`src/rtl/tccf_pkg.sv`:
```
// tccf_pkg: shared codes, widths and item types of the tcp client connection engine
// no dependencies; used by the interfaces and by every module
package tccf_pkg;

    localparam int unsigned CONNECTIONS_DEF = 1024;
    localparam int unsigned TIME_BITS_DEF   = 48;
    localparam int unsigned CONN_W          = 10;
    localparam int unsigned TIME_W          = 48;
    localparam int unsigned CFG_IDX_W       = 3;
    localparam int unsigned CFG_DATA_W      = 32;

    // register indexes
    localparam logic [CFG_IDX_W-1:0] CFG_HTTP_EN   = 3'd0;
    localparam logic [CFG_IDX_W-1:0] CFG_REQ_LEN   = 3'd1;
    localparam logic [CFG_IDX_W-1:0] CFG_REQ_LIMIT = 3'd2;
    localparam logic [CFG_IDX_W-1:0] CFG_SYN_IVL   = 3'd3;
    localparam logic [CFG_IDX_W-1:0] CFG_SYN_MAX   = 3'd4;

    localparam logic [31:0] SYN_IVL_RST = 32'd1000000000;
    localparam logic [3:0]  SYN_MAX_RST = 4'd3;

    // item kinds
    localparam logic [1:0] RQ_OPEN    = 2'd0;
    localparam logic [1:0] RQ_SEGMENT = 2'd1;
    localparam logic [1:0] RQ_TIMER   = 2'd2;
    localparam logic [1:0] RQ_UNUSED  = 2'd3;

    // flag bit positions
    localparam int unsigned FB_FIN = 0;
    localparam int unsigned FB_SYN = 1;
    localparam int unsigned FB_RST = 2;
    localparam int unsigned FB_ACK = 4;

    // connection states
    localparam logic [2:0] CS_CLOSED   = 3'd0;
    localparam logic [2:0] CS_SYN_SENT = 3'd1;
    localparam logic [2:0] CS_EST      = 3'd2;
    localparam logic [2:0] CS_FW1      = 3'd3;
    localparam logic [2:0] CS_FW2      = 3'd4;
    localparam logic [2:0] CS_LAST_ACK = 3'd6;

    // segment kinds to send
    localparam logic [2:0] K_NONE = 3'd0;
    localparam logic [2:0] K_SYN  = 3'd1;
    localparam logic [2:0] K_ACK  = 3'd2;
    localparam logic [2:0] K_DATA = 3'd3;
    localparam logic [2:0] K_FIN  = 3'd4;

    // event codes
    localparam logic [2:0] EV_NONE   = 3'd0;
    localparam logic [2:0] EV_EST    = 3'd1;
    localparam logic [2:0] EV_RESET  = 3'd2;
    localparam logic [2:0] EV_CLOSED = 3'd3;
    localparam logic [2:0] EV_FAILED = 3'd4;
    localparam logic [2:0] EV_2XX    = 3'd5;
    localparam logic [2:0] EV_OTHER  = 3'd6;

    typedef struct packed {
        logic [1:0]        req_type;
        logic [CONN_W-1:0] conn_id;
        logic [31:0]       seg_seq;
        logic [31:0]       seg_ack;
        logic [7:0]        seg_flags;
        logic [15:0]       seg_len;
        logic              resp_end_seen;
        logic              status_2xx;
        logic [31:0]       initial_seq;
        logic [TIME_W-1:0] time_now;
    } t_in_item;

    typedef struct packed {
        logic [CONN_W-1:0] conn_out;
        logic [2:0]        send_kind;
        logic [31:0]       send_seq;
        logic [31:0]       send_ack;
        logic [2:0]        event_res;
        logic              last;
    } t_res;

    // controller to datapath
    typedef struct packed {
        logic clr;
        logic load;
        logic exec;
        logic sel2;
    } t_cmd;

    // datapath to controller
    typedef struct packed {
        logic clr_done;
        logic none;
        logic two;
    } t_sts;

endpackage

```
`src/rtl/tccf_ctrl.sv`:
```
// tccf_ctrl: sequencer of the connection engine (clear sweep, load, execute, deliver)
// depends on tccf_pkg
module tccf_ctrl (
    input  logic           i_clk,
    input  logic           i_rst_n,
    input  logic           i_in_valid,
    output logic           o_in_ready,
    output logic           o_out_valid,
    input  logic           i_out_ready,
    output tccf_pkg::t_cmd o_cmd,
    input  tccf_pkg::t_sts i_sts
);
    import tccf_pkg::*;

    typedef enum logic [4:0] {
        S_CLEAR = 5'b00001,
        S_IDLE  = 5'b00010,
        S_EXEC  = 5'b00100,
        S_OUT1  = 5'b01000,
        S_OUT2  = 5'b10000
    } t_state;

    t_state r_state, n_state;

    always_ff @(posedge i_clk) begin
        if (!i_rst_n) begin
            r_state <= S_CLEAR;
        end else begin
            r_state <= n_state;
        end
    end

    always_comb begin
        n_state     = r_state;
        o_in_ready  = 1'b0;
        o_out_valid = 1'b0;
        o_cmd       = '0;
        unique case (r_state)
            S_CLEAR: begin
                o_cmd.clr = 1'b1;
                if (i_sts.clr_done) begin
                    n_state = S_IDLE;
                end
            end
            S_IDLE: begin
                o_in_ready = 1'b1;
                o_cmd.load = i_in_valid;
                if (i_in_valid) begin
                    n_state = S_EXEC;
                end
            end
            S_EXEC: begin
                o_cmd.exec = 1'b1;
                n_state    = i_sts.none ? S_IDLE : S_OUT1;
            end
            S_OUT1: begin
                o_out_valid = 1'b1;
                if (i_out_ready) begin
                    n_state = i_sts.two ? S_OUT2 : S_IDLE;
                end
            end
            S_OUT2: begin
                o_out_valid = 1'b1;
                o_cmd.sel2  = 1'b1;
                if (i_out_ready) begin
                    n_state = S_IDLE;
                end
            end
            default: n_state = S_CLEAR;
        endcase
    end

endmodule

```
`config.mk`:
```
export PLATFORM = sky130hd
export DESIGN_NAME = tccf_ctrl
export DESIGN_NICKNAME = d
export VERILOG_FILES = /design/src/rtl/tccf_pkg.sv /design/src/rtl/tccf_ctrl.sv
export SDC_FILE = /design/constraint.sdc
export NUM_CORES = 1
export LEC_CHECK = 0
export ABC_AREA = 0
export BUFFER_PORTS_ARGS = -buffer_cell sky130_fd_sc_hd__buf_2
export CAP_MARGIN = 10
export CORE_AREA = 10 10 47 49
export CTS_CLUSTER_DIAMETER = 150
export CTS_CLUSTER_SIZE = 16
export DETAILED_ROUTE_END_ITERATION = 10
export DIE_AREA = 0 0 57 59
export HOLD_SLACK_MARGIN = 0.08
export PLACE_DENSITY = 0.66
export SLEW_MARGIN = 20
export SYNTH_ARGS = -nofsm -noshare
export SYNTH_HDL_FRONTEND = slang
export SYNTH_SLANG_ARGS = --single-unit
```
`constraint.sdc`:
```
create_clock -name i_clk -period 1.67 [get_ports i_clk]
set_input_delay 0.2505 -clock i_clk [delete_from_list [all_inputs] [get_ports i_clk]]
set_output_delay 0.2505 -clock i_clk [all_outputs]
set_load 0.1 [all_outputs]
```
Word level (Yosys, flattened, before mapping)
Index checks and enable logic that the tools add are counted.

word-level totals
  register bits = 5
  bits of input ports = 7
  output and inout port bits = 6
  logic and storage cells = 25

operators by class
  equal/unequal tests = 9
  multiplexer cells = 13
  reductions and logical operators = 2

operators by type and width
  cell                  count
  $mux W5               5
  $pmux W5 S5           1
  $ne A2 B2 Y1 const B  4
  $mux W1               6
  $eq A5 B1 Y1 const B  1
  $eq A5 B2 Y1 const B  1
  $eq A5 B3 Y1 const B  1
  $eq A5 B4 Y1 const B  1
  $eq A5 B5 Y1 const B  1
  $mux W4               1
  $reduce_and A4 Y1     1
  $reduce_or A2 Y1      1

Longest topological paths before layout
Gate-level depths: netlist (run 1).

  depth after elaboration = 3
  gate-level depth with buffers = 5
  mapped depth without buffers = 4

Least setup slack after synthesis (run 1)
Ideal clock, no wire load.

  kind = register to output
  start point = register r_state[3]
  end point = output o_cmd[0] (netlist bit)
  arrival time = 3453 ps
  data required time = 1419 ps
  slack = -2033 ps
  stages on the path, launching flop included = 4
  buffers on the path = 1
  path through = dfxtp_1 > buf_6 > nand2b_1 > nor4_1

RTL lines
  element                 line             source
  start, declared         tccf_ctrl.sv:23  t_state r_state, n_state;
  start signal, assigned  tccf_ctrl.sv:29  r_state <= n_state;
  end, declared           tccf_ctrl.sv:10  output tccf_pkg::t_cmd o_cmd,

==> metrics.cfg, run 1 <==
[synth]
syn_area_per_cell_um2 = 8.16
synth_top_flop_cell = dfxtp_1
yosysSeqAreaShare = 0.219
synthArstFlopShare = 0
synth_edf_count = 0
netlist.top_cell.by_area = dfxtp_1
yosys_warnings = 0
synth_seq_cells = 5
syn_inst = 56
synth_nets = 63
synth_top_area_share = 0.219
synth_cell_types = 29
syn-cell-area_um2 = 457
yosys-top-cells-area = dfxtp_1 (22%), buf_6 (7.4%), nor4b_2 (6.6%), a21oi_1 (4.4%), nand2_1 (4.1%)

[timing]
slew_headroom = 0.698
fin_crit_sh = 1.07
rsz0062_at_grt = true
slew_violations = 0
tightest_slew_ps = 446
finalWorstSetupSlack_ps = -117
max_freq_mhz = 560
skew_ps = 7.03
post-route-min-period_ps = 1790
finalSetupViolCount = 3
hold_violations = 0
final.setup.tns_ps = -245

[worst_hold_path]
hold_class = in2reg

[worst_setup_path]
endpoint_kind = output pin
slowest_delay_ps = 430
cp_data_required_time_ps = 1420
critPathBufInv = 1
path_max_fanout = 4
path_cells = or3_4 -> nor3b_4 -> and2_4 -> buf_12
cpMaxStageDelayCell = or3_4
start_kind = flop
crit_family = simple AND/OR/NAND/NOR gates
crit_type = reg2out
arrival_ps = 1540

[pwr]
internal-power_uw = 540
clkPwrFrac = 0.138
switchingPower_uw = 511
power.leakage_nw = 0.272
ir_worst_vdd_mv = 1.43
combPwrFrac = 0.636
power.share.sequential = 0.226
sw_frac_of_total = 0.486
p_per_area_nw_per_um2 = 1470

[clock_tree]
clock-root-buffer = clkbuf_4
cts_tree = yes
cts.htree.levels = 1
clock_sinks = 5
numCtsBuffers = 3
clock_latency_ps = 250
clk_pin_slew_ps = 50
cts_buffer_depth = 2

[cells_and_area]
drive_above_1_share = 0.493
largest-register = r_state
syn_to_final_growth_pct = 57.0
layout_common_cells = buf_4 (8), buf_2 (6), buf_12 (6)
final_util = 0.512
largest_register_ffs = 5
nets = 83
top_regs = r_state: 5 flops
design_area_um2 = 717
diodes = 0
final_common_cell = buf_4

[die]
die_x_um = 57
start_util = 0.326
fp.dieH_um = 59
ios = 13
coreArea_um2 = 1400
die_area_um2 = 3360
rows = 14

[run]
drv_cap = 0

[placement]
gp_congestion = 0.797
pre_cts_ws_ps = 53.2
placed_area_um2 = 661
dp.final_hpwl_um = 954
port_buffers = 12

[detailed_routing]
drtAntennaViolNets = 0
dr_total_vias = 479
drt_iter0_drc = 6
wl_per_cell_um = 14.2
vias_per_cell = 5.26
drc = 0
drt_first_pass_iters = 4
wl_um = 1290

[global_route]
grt_pass1_wl_um = 1990
grt_pass1_vias = 449
antenna_found_initial = 0
grt_usage = 0.0709
grt_overflow = 0
grt_start_max_net_pins = 12

[run_status]
failed_checks = setup timing
run_status = finished with violations

## path summary, 6_finish.rpt
path | depth (start not counted) | end | start | slack (ps)
worst max-delay path | 4 | o_cmd[2] | r_state[4]$_SDFFE_PN0P_ | -120
worst min-delay path | 2 | r_state[1]$_SDFFE_PN0P_ | i_in_valid | 250
worst max register to register | 5 | r_state[4]$_SDFFE_PN0P_ | r_state[3]$_SDFFE_PN0P_ | 70
worst min register to register | 4 | r_state[3]$_SDFFE_PN0P_ | r_state[4]$_SDFFE_PN0P_ | 650
## power groups by stage
stage,combinational (mW),clock [mW],sequential [mW]
finish,0.668,0.146,0.237
global route,0.705,0.160,0.249
detailed placement,0.627,0,0.232
CTS,0.630,0.151,0.232
global placement,0.628,0,0.230
floorplan,0.512,0,0.164
## cell families (layout without fill, tap and decap cells)
group                     after synthesis  after routing  share of synthesized area
xor gates and xnor gates                1              1                     0.0192
AOI/OAI and AO/OA                      15             15                      0.225
and+or+nand+nor                        27             27                      0.411
buffers and inverters                   8             27                      0.126
DFF                                     5              5                      0.219
## stage by stage
stage / instances / total power, mW / hold slack, ps
CTS: 89 / 1.01 / 251
global placement: 85 / 0.858 / 511
global route: 91 / 1.11 / 273
finish: 91 / 1.05 / 246
detailed placement: 85 / 0.858 / 517
floorplan: 56 / 0.676 / 359
## cells in the mapped netlist, types with 2 or more instances
cell	number
dfxtp_1	5
nand2_1	5
a21oi_1	4
buf_6	3
inv_1	3
nor2_1	3
nor3_1	3
nor4_1	3
and2_1	2
nor3b_1	2
nor4b_2	2
o21a_1	2
o21ai_0	2
o31ai_1	2
## layout make-up
type | count | area, µm²
fill | 131 | 684
multi-input combinational | 43 | 340
timing repair buffer | 20 | 210
sequential | 5 | 109
clock buffer | 4 | 26.3
tap | 16 | 20.0
inverter | 3 | 11.3
## metal layers
| layer | wire (µm) | GRT usage | vias to the layer above |
|---|---|---|---|
| met5 | 0 | 0 | - |
| met4 | 19 | 0.0403 | 0 |
| met3 | 139 | 0.0279 | 3 |
| met2 | 582 | 0.102 | 18 |
| met1 | 551 | 0.0868 | 215 |
| li1 | - | - | 243 |
## repair_timing
action / CTS / global route
hold buffers: 0 / 0
gates resized for setup: 3 / 4
setup endpoints to repair: 5 / 6
pin swaps: 1 / 1
buffers inserted: 0 / 2
(Power assumes the default switching activity.)
==> inputs of run 2 (changes only) <==
--- a/config.mk
+++ b/config.mk
@@ -9,12 +9,14 @@
 export BUFFER_PORTS_ARGS = -buffer_cell sky130_fd_sc_hd__buf_2
 export CAP_MARGIN = 10
 export CORE_AREA = 10 10 47 49
+export CTS_BUF_LIST = sky130_fd_sc_hd__clkbuf_8
 export CTS_CLUSTER_DIAMETER = 150
 export CTS_CLUSTER_SIZE = 16
 export DETAILED_ROUTE_END_ITERATION = 10
 export DIE_AREA = 0 0 57 59
 export HOLD_SLACK_MARGIN = 0.08
 export PLACE_DENSITY = 0.66
+export REMOVE_ABC_BUFFERS = 1
 export SLEW_MARGIN = 20
 export SYNTH_ARGS = -nofsm -noshare
 export SYNTH_HDL_FRONTEND = slang
==> run 2 against run 1 <==
  * The run still ends with setup timing left
  * Global-route usage increased by 1.0 points
  * Sequential power increased by 5%
  * Final cell count unchanged
  * Clock skew decreased by 5.6 ps
  * Register-to-register slack improved by 100 ps
  * Clock-buffer cell count decreased by 1
  * Critical path depth unchanged
  * Worst setup slack improved by 51 ps
  * Routed wire length increased by 2.2%
  * Critical endpoint unchanged
  * Combinational power decreased by 1%
  * Clock power increased by 54%
==> metrics.cfg, run 2 (synthesized netlist as in run 1, its figures left out) <==
[die]
ios = 13  ; unchanged
start_util = 0.326  ; unchanged
rows = 14  ; unchanged
coreArea_um2 = 1400  ; unchanged
die_area_um2 = 3360  ; unchanged
die_x_um = 57  ; unchanged
fp.dieH_um = 59  ; unchanged

[detailed_routing]
vias_per_cell = 5.36  ; was 5.26
drt_iter0_drc = 2  ; was 6
drc = 0  ; unchanged
wl_met3_um = 84  ; was 139 µm
wl_um = 1320  ; was 1290 µm
drt_first_pass_iters = 4  ; unchanged
dr_total_vias = 488  ; was 479
drtAntennaViolNets = 0  ; unchanged
wl_per_cell_um = 14.5  ; was 14.2 µm
wl_met2_um = 558  ; was 582 µm
top_layer = met4  ; unchanged
met1_length_um = 621  ; was 551 µm

[cells_and_area]
diodes = 0  ; unchanged
final_cells = 91  ; unchanged
layout_common_cells = buf_4 (8), buf_2 (6), nand2_1 (5), buf_12 (5)  ; was buf_4 (8), buf_2 (6), buf_12 (6)
final_common_cell = buf_4  ; unchanged
nets = 83  ; unchanged
top_regs = r_state: 5 flops  ; unchanged
largest_register_ffs = 5  ; unchanged
syn_to_final_growth_pct = 61.9  ; was 57.0%
drive_above_1_share = 0.493  ; unchanged
fillers = 131  ; unchanged
largest-register = r_state  ; unchanged
final_util = 0.528  ; was 0.512

[worst_setup_path]
cp_data_required_time_ps = 1420  ; about the same
worstReg2RegEnd = r_state[4]$_SDFFE_PN0P_  ; unchanged
endpoint_kind = output pin  ; unchanged
r2r_cells = 5  ; unchanged
path_cells = or3_4 -> nor3b_4 -> and2_4 -> buf_12  ; unchanged
path_max_fanout = 4  ; unchanged
start_kind = flop  ; unchanged
crit_type = reg2out  ; unchanged
r2r_start = r_state[0]$_SDFFE_PN1P_  ; was r_state[3]$_SDFFE_PN0P_
arrival_ps = 1480  ; was 1540 ps
cpMaxStageDelayCell = or3_4  ; unchanged
slowest_delay_ps = 420  ; was 430 ps
rrSetupSlack_ps = 170  ; was 70 ps

[placement]
dp.final_hpwl_um = 958  ; was 954 µm
port_buffers = 12  ; unchanged
gp_congestion = 0.847  ; was 0.797
pre_cts_ws_ps = 122  ; was 53.2 ps
place_inst = 87  ; was 85

[worst_hold_path]
min_from = i_in_valid  ; unchanged
hold_class = in2reg  ; unchanged
hold_end = r_state[1]$_SDFFE_PN0P_  ; unchanged
min_path_cells = 2  ; unchanged

[timing]
skew_ps = 1.46  ; was 7.03 ps
slew_violations = 0  ; unchanged
rsz0062_at_grt = true  ; unchanged
slew_headroom = 0.752  ; was 0.698
hold_violations = 0  ; unchanged
fin_crit_sh = 1.04  ; was 1.07
tightest_slew_ps = 367  ; was 446 ps
max_freq_mhz = 576  ; was 560 MHz
post-route-min-period_ps = 1740  ; was 1790 ps
finalWorstSetupSlack_ps = -65.3  ; was -117 ps
finalSetupViolCount = 3  ; unchanged

[global_route]
grt_pass1_vias = 494  ; was 449
grt_usage = 0.0812  ; was 0.0709
grt_pass1_wl_um = 2230  ; was 1990 µm
antenna_found_initial = 0  ; unchanged
grt_start_max_net_pins = 13  ; was 12
grt_overflow = 0  ; unchanged

[run_status]
failed_checks = setup timing  ; unchanged
run_status = finished with violations  ; unchanged

[clock_tree]
cts.htree.levels = 1  ; unchanged
postCtsSetupRepairBufs = 0  ; unchanged
cts_buffer_depth = 2  ; unchanged
clock-root-buffer = clkbuf_8  ; was clkbuf_4
clk_pin_slew_ps = 40  ; was 50 ps
numCtsBuffers = 3  ; unchanged
clock_sinks = 5  ; unchanged
cts_tree = yes  ; unchanged
clock_latency_ps = 230  ; was 250 ps

[pwr]
combPwrFrac = 0.582  ; was 0.636
ir_worst_vdd_mv = 1.45  ; was 1.43 mV
sw_frac_of_total = 0.464  ; was 0.486
internal-power_uw = 607  ; was 540 µW
p_per_area_nw_per_um2 = 1530  ; was 1470 nW/µm²
clkPwrFrac = 0.199  ; was 0.138
power.share.sequential = 0.219  ; was 0.226
power.leakage_nw = 0.281  ; was 0.272 nW
switchingPower_uw = 525  ; was 511 µW

[run]
drv_cap = 0  ; unchanged

==> run 2: through the flow <==
step                      hold slack [ps]  total power [mW]  TNS [ps]  cell area (µm²)
after floorplan                       347             0.487     -9080              410
after CTS                             250              1.12      -198              706
after global placement                483             0.855         0              641
after global routing                  266              1.19      -283              739
final                                 248              1.13      -119              739
after detailed placement              482             0.859         0              641
==> run 2: what timing repair did <==
item	CTS	global route
resized for setup	5	8
setup endpoints to repair	5	9
pin swaps	0	1
hold buffers	0	0
hold endpoints to repair	0	0
==> run 2: layout make-up <==
| type | count | area [µm²] | area share |
|---|---|---|---|
| multi-input combinational | 43 | 343 | 0.464 |
| timing repair buffer | 20 | 215 | 0.291 |
| sequential | 5 | 105 | 0.142 |
| clock buffer | 3 | 41.3 | 0.0558 |
| tap | 16 | 20.0 | 0.0271 |
| inverter | 3 | 11.3 | 0.0152 |
| clock inverter | 1 | 3.75 | 0.00508 |
==> run 2: worst max path at each step <==
stage                             from                      end  slack [ps]
2_1_floorplan  r_state[3]$_SDFFE_PN0P_                 o_cmd[0]       -2010
3_3_place_gp   r_state[2]$_SDFFE_PN0P_                 o_cmd[2]         130
3_5_place_dp   r_state[0]$_SDFFE_PN1P_  r_state[4]$_SDFFE_PN0P_         120
4_1_cts        r_state[2]$_SDFFE_PN0P_                 o_cmd[2]        -100
5_1_grt        r_state[2]$_SDFFE_PN0P_                 o_cmd[2]        -120
6_report       r_state[2]$_SDFFE_PN0P_                 o_cmd[2]         -70
==> run 2: critical path, delay by kind of cell (launching register included) <==
family	cells	cell delay, ps
buffers and inverters	1	160
DFF	1	310
and+or+nand+nor	3	780
==> run 2: metal layers <==
metal  GRT usage  vias to the layer above
met5           0                        -
met4      0.0705                        0
met3      0.0343                        7
met2       0.122                       13
met1      0.0853                      221
li1            -                      247
==> run 2: power by group through the flow <==
stage          Clock [mW]  Sequential [mW]  Combinational [mW]
5_1_grt             0.238            0.259               0.697
6_report            0.225            0.248               0.659
3_3_place_gp            0            0.224               0.632
2_1_floorplan           0            0.199               0.288
3_5_place_dp            0            0.225               0.635
4_1_cts             0.233            0.234               0.651
==> inputs of run 3 (changes only) <==
--- a/config.mk
+++ b/config.mk
@@ -6,7 +6,6 @@
 export NUM_CORES = 1
 export LEC_CHECK = 0
 export ABC_AREA = 0
-export BUFFER_PORTS_ARGS = -buffer_cell sky130_fd_sc_hd__buf_2
 export CAP_MARGIN = 10
 export CORE_AREA = 10 10 47 49
 export CTS_BUF_LIST = sky130_fd_sc_hd__clkbuf_8
@@ -14,8 +13,9 @@
 export CTS_CLUSTER_SIZE = 16
 export DETAILED_ROUTE_END_ITERATION = 10
 export DIE_AREA = 0 0 57 59
+export DONT_BUFFER_PORTS = 1
 export HOLD_SLACK_MARGIN = 0.08
-export PLACE_DENSITY = 0.66
+export PLACE_DENSITY = 0.57
 export REMOVE_ABC_BUFFERS = 1
 export SLEW_MARGIN = 20
 export SYNTH_ARGS = -nofsm -noshare
==> run 3 against run 2 <==
  * The run still ends with setup timing left
  * Worst setup slack gained 18 ps
  * Clock-buffer cell count is the same
  * Worst hold slack lost 120 ps
==> metrics.cfg, run 3 (synthesized netlist as in run 1, its figures left out) <==
[global_route]
grt_pass1_vias = 445  ; was 494
antenna_found_initial = 0  ; unchanged
grt_overflow = 0  ; unchanged
grt_usage = 0.0738  ; was 0.0812
grt_pass1_wl_um = 1980  ; was 2230 µm
grt_start_max_net_pins = 11  ; was 13

[placement]
dp.final_hpwl_um = 932  ; was 958 µm
placed_area_um2 = 617  ; was 641 µm²
port_buffers = 0  ; was 12
place_inst = 79  ; was 87
gp_congestion = 0.716  ; was 0.847

[die]
coreArea_um2 = 1400  ; unchanged
rows = 14  ; unchanged
ios = 13  ; unchanged
fp.dieH_um = 59  ; unchanged
die_area_um2 = 3360  ; unchanged
start_util = 0.326  ; unchanged
die_x_um = 57  ; unchanged

[cells_and_area]
syn_to_final_growth_pct = 46.8  ; was 61.9%
top_regs = r_state: 5 flops  ; unchanged
fillers = 142  ; was 131
drive_above_1_share = 0.388  ; was 0.493
design_area_um2 = 671  ; was 739 µm²
diodes = 0  ; unchanged
final_cells = 83  ; was 91
largest_register_ffs = 5  ; unchanged
nets = 75  ; was 83
largest-register = r_state  ; unchanged
layout_common_cells = buf_4 (7), nand2_1 (5), inv_1 (4), a21oi_1 (4), dfxtp_1 (4)  ; was buf_4 (8), buf_2 (6), nand2_1 (5), buf_12 (5)
final_common_cell = buf_4  ; unchanged

[worst_setup_path]
cp_data_required_time_ps = 1420  ; about the same
crit_type = reg2out  ; unchanged
arrival_ps = 1470  ; was 1480 ps
start_kind = flop  ; unchanged
endpoint_kind = output pin  ; unchanged
path_max_fanout = 4  ; unchanged

[clock_tree]
clock-root-buffer = clkbuf_8  ; unchanged
clock_latency_ps = 220  ; was 230 ps
clock_sinks = 5  ; unchanged
cts_tree = yes  ; unchanged
hold_buffers = 0  ; unchanged
cts.htree.levels = 1  ; unchanged
clk_pin_slew_ps = 30  ; was 40 ps
postCtsSetupRepairBufs = 0  ; unchanged
numCtsBuffers = 3  ; unchanged
cts_buffer_depth = 2  ; unchanged

[pwr]
power.share.sequential = 0.203  ; was 0.219
power.leakage_nw = 0.249  ; was 0.281 nW
switchingPower_uw = 483  ; was 525 µW
internal-power_uw = 568  ; was 607 µW
ir_worst_vdd_mv = 1.10  ; was 1.45 mV
clkPwrFrac = 0.203  ; was 0.199
p_per_area_nw_per_um2 = 1570  ; was 1530 nW/µm²
sw_frac_of_total = 0.460  ; was 0.464
combPwrFrac = 0.594  ; was 0.582

[timing]
max_freq_mhz = 582  ; was 576 MHz
slew_headroom = 0.743  ; was 0.752
post-route-min-period_ps = 1720  ; was 1740 ps
hold_violations = 0  ; unchanged
holdWs_ps = 132  ; was 248 ps
tightest_slew_ps = 380  ; was 367 ps
fin_crit_sh = 1.03  ; was 1.04
slew_violations = 0  ; unchanged
rsz0062_at_grt = true  ; unchanged
skew_ps = 0.360  ; was 1.46 ps
finalSetupViolCount = 3  ; unchanged
finalWorstSetupSlack_ps = -47.1  ; was -65.3 ps

[detailed_routing]
vias_per_cell = 5.31  ; was 5.36
dr_total_vias = 441  ; was 488
wl_per_cell_um = 14.1  ; was 14.5 µm
drc = 0  ; unchanged
drtAntennaViolNets = 0  ; unchanged
drt_iter0_drc = 4  ; was 2
wl_um = 1170  ; was 1320 µm
drt_first_pass_iters = 4  ; unchanged

[worst_hold_path]
hold_class = in2reg  ; unchanged

[run]
drv_cap = 0  ; unchanged

[run_status]
run_status = finished with violations  ; unchanged
failed_checks = setup timing  ; unchanged

run 3: cell count changes in the layout (fill, tap and decap cells not counted), moves of 2 or more:
cell and delta:
clkbuf_16 +2, buf_2 -6, buf_12 -3, dfxtp_1 +3
dfxtp_2 -3
run 3: per-stage QoR:
step	utilization	power, mW	setup WS [ps]	setup TNS, ps
after floorplan	-	0.487	-2010	-9080
after global placement	0.440	0.823	129	0
after detailed placement	0.440	0.824	120	0
after CTS	0.475	1.06	-68.7	-143
after global routing	0.479	1.11	-100	-318
final	0.479	1.05	-47.1	-83.5
run 3: worst max-delay path, cell delays in order, from the launching register on:
cell and delay, ps:
dfxtp_1 300, or3_4 420, nor3b_4 190, and2_4 180, buf_12 160
run 3: worst paths after layout:
kind,from,to,slack (ps),cells after the start
worst max-delay path,r_state[2]$_SDFFE_PN0P_,o_cmd[2],-50,4
worst min-delay path,i_in_valid,r_state[1]$_SDFFE_PN0P_,130,1
worst max register to register,r_state[2]$_SDFFE_PN0P_,r_state[1]$_SDFFE_PN0P_,130,5
worst min register to register,r_state[0]$_SDFFE_PN1P_,r_state[3]$_SDFFE_PN0P_,600,3
run 3: final cells by class:
class	instances	area (µm²)	area share
clock inverter	1	3.75	0.00560
multi-input combinational	43	325	0.485
inverter	3	11.3	0.0168
clock buffer	3	41.3	0.0616
sequential	5	101	0.151
timing repair buffer	12	168	0.250
tap	16	20.0	0.0299
run 3: what timing repair did:
action / 4_1_cts / 5_1_grt
resized for setup: 2 / 1
endpoints found under the hold margin: 0 / 0
pin swaps: 2 / 0
setup endpoints to repair: 3 / 5
run 3: power by group through the flow:
stage | sequential [mW] | clock [mW] | combinational [mW]
after global routing | 0.221 | 0.225 | 0.659
after global placement | 0.208 | 0 | 0.615
after detailed placement | 0.208 | 0 | 0.615
final | 0.213 | 0.213 | 0.625
after floorplan | 0.199 | 0 | 0.288
after CTS | 0.210 | 0.222 | 0.624
run 3: per-layer routing:
layer / track usage / share of wire
met2: 0.113 / 0.49
met3: 0.0343 / 0.074
met4: 0.0604 / 0.0094
met5: 0 / 0
met1: 0.0757 / 0.43
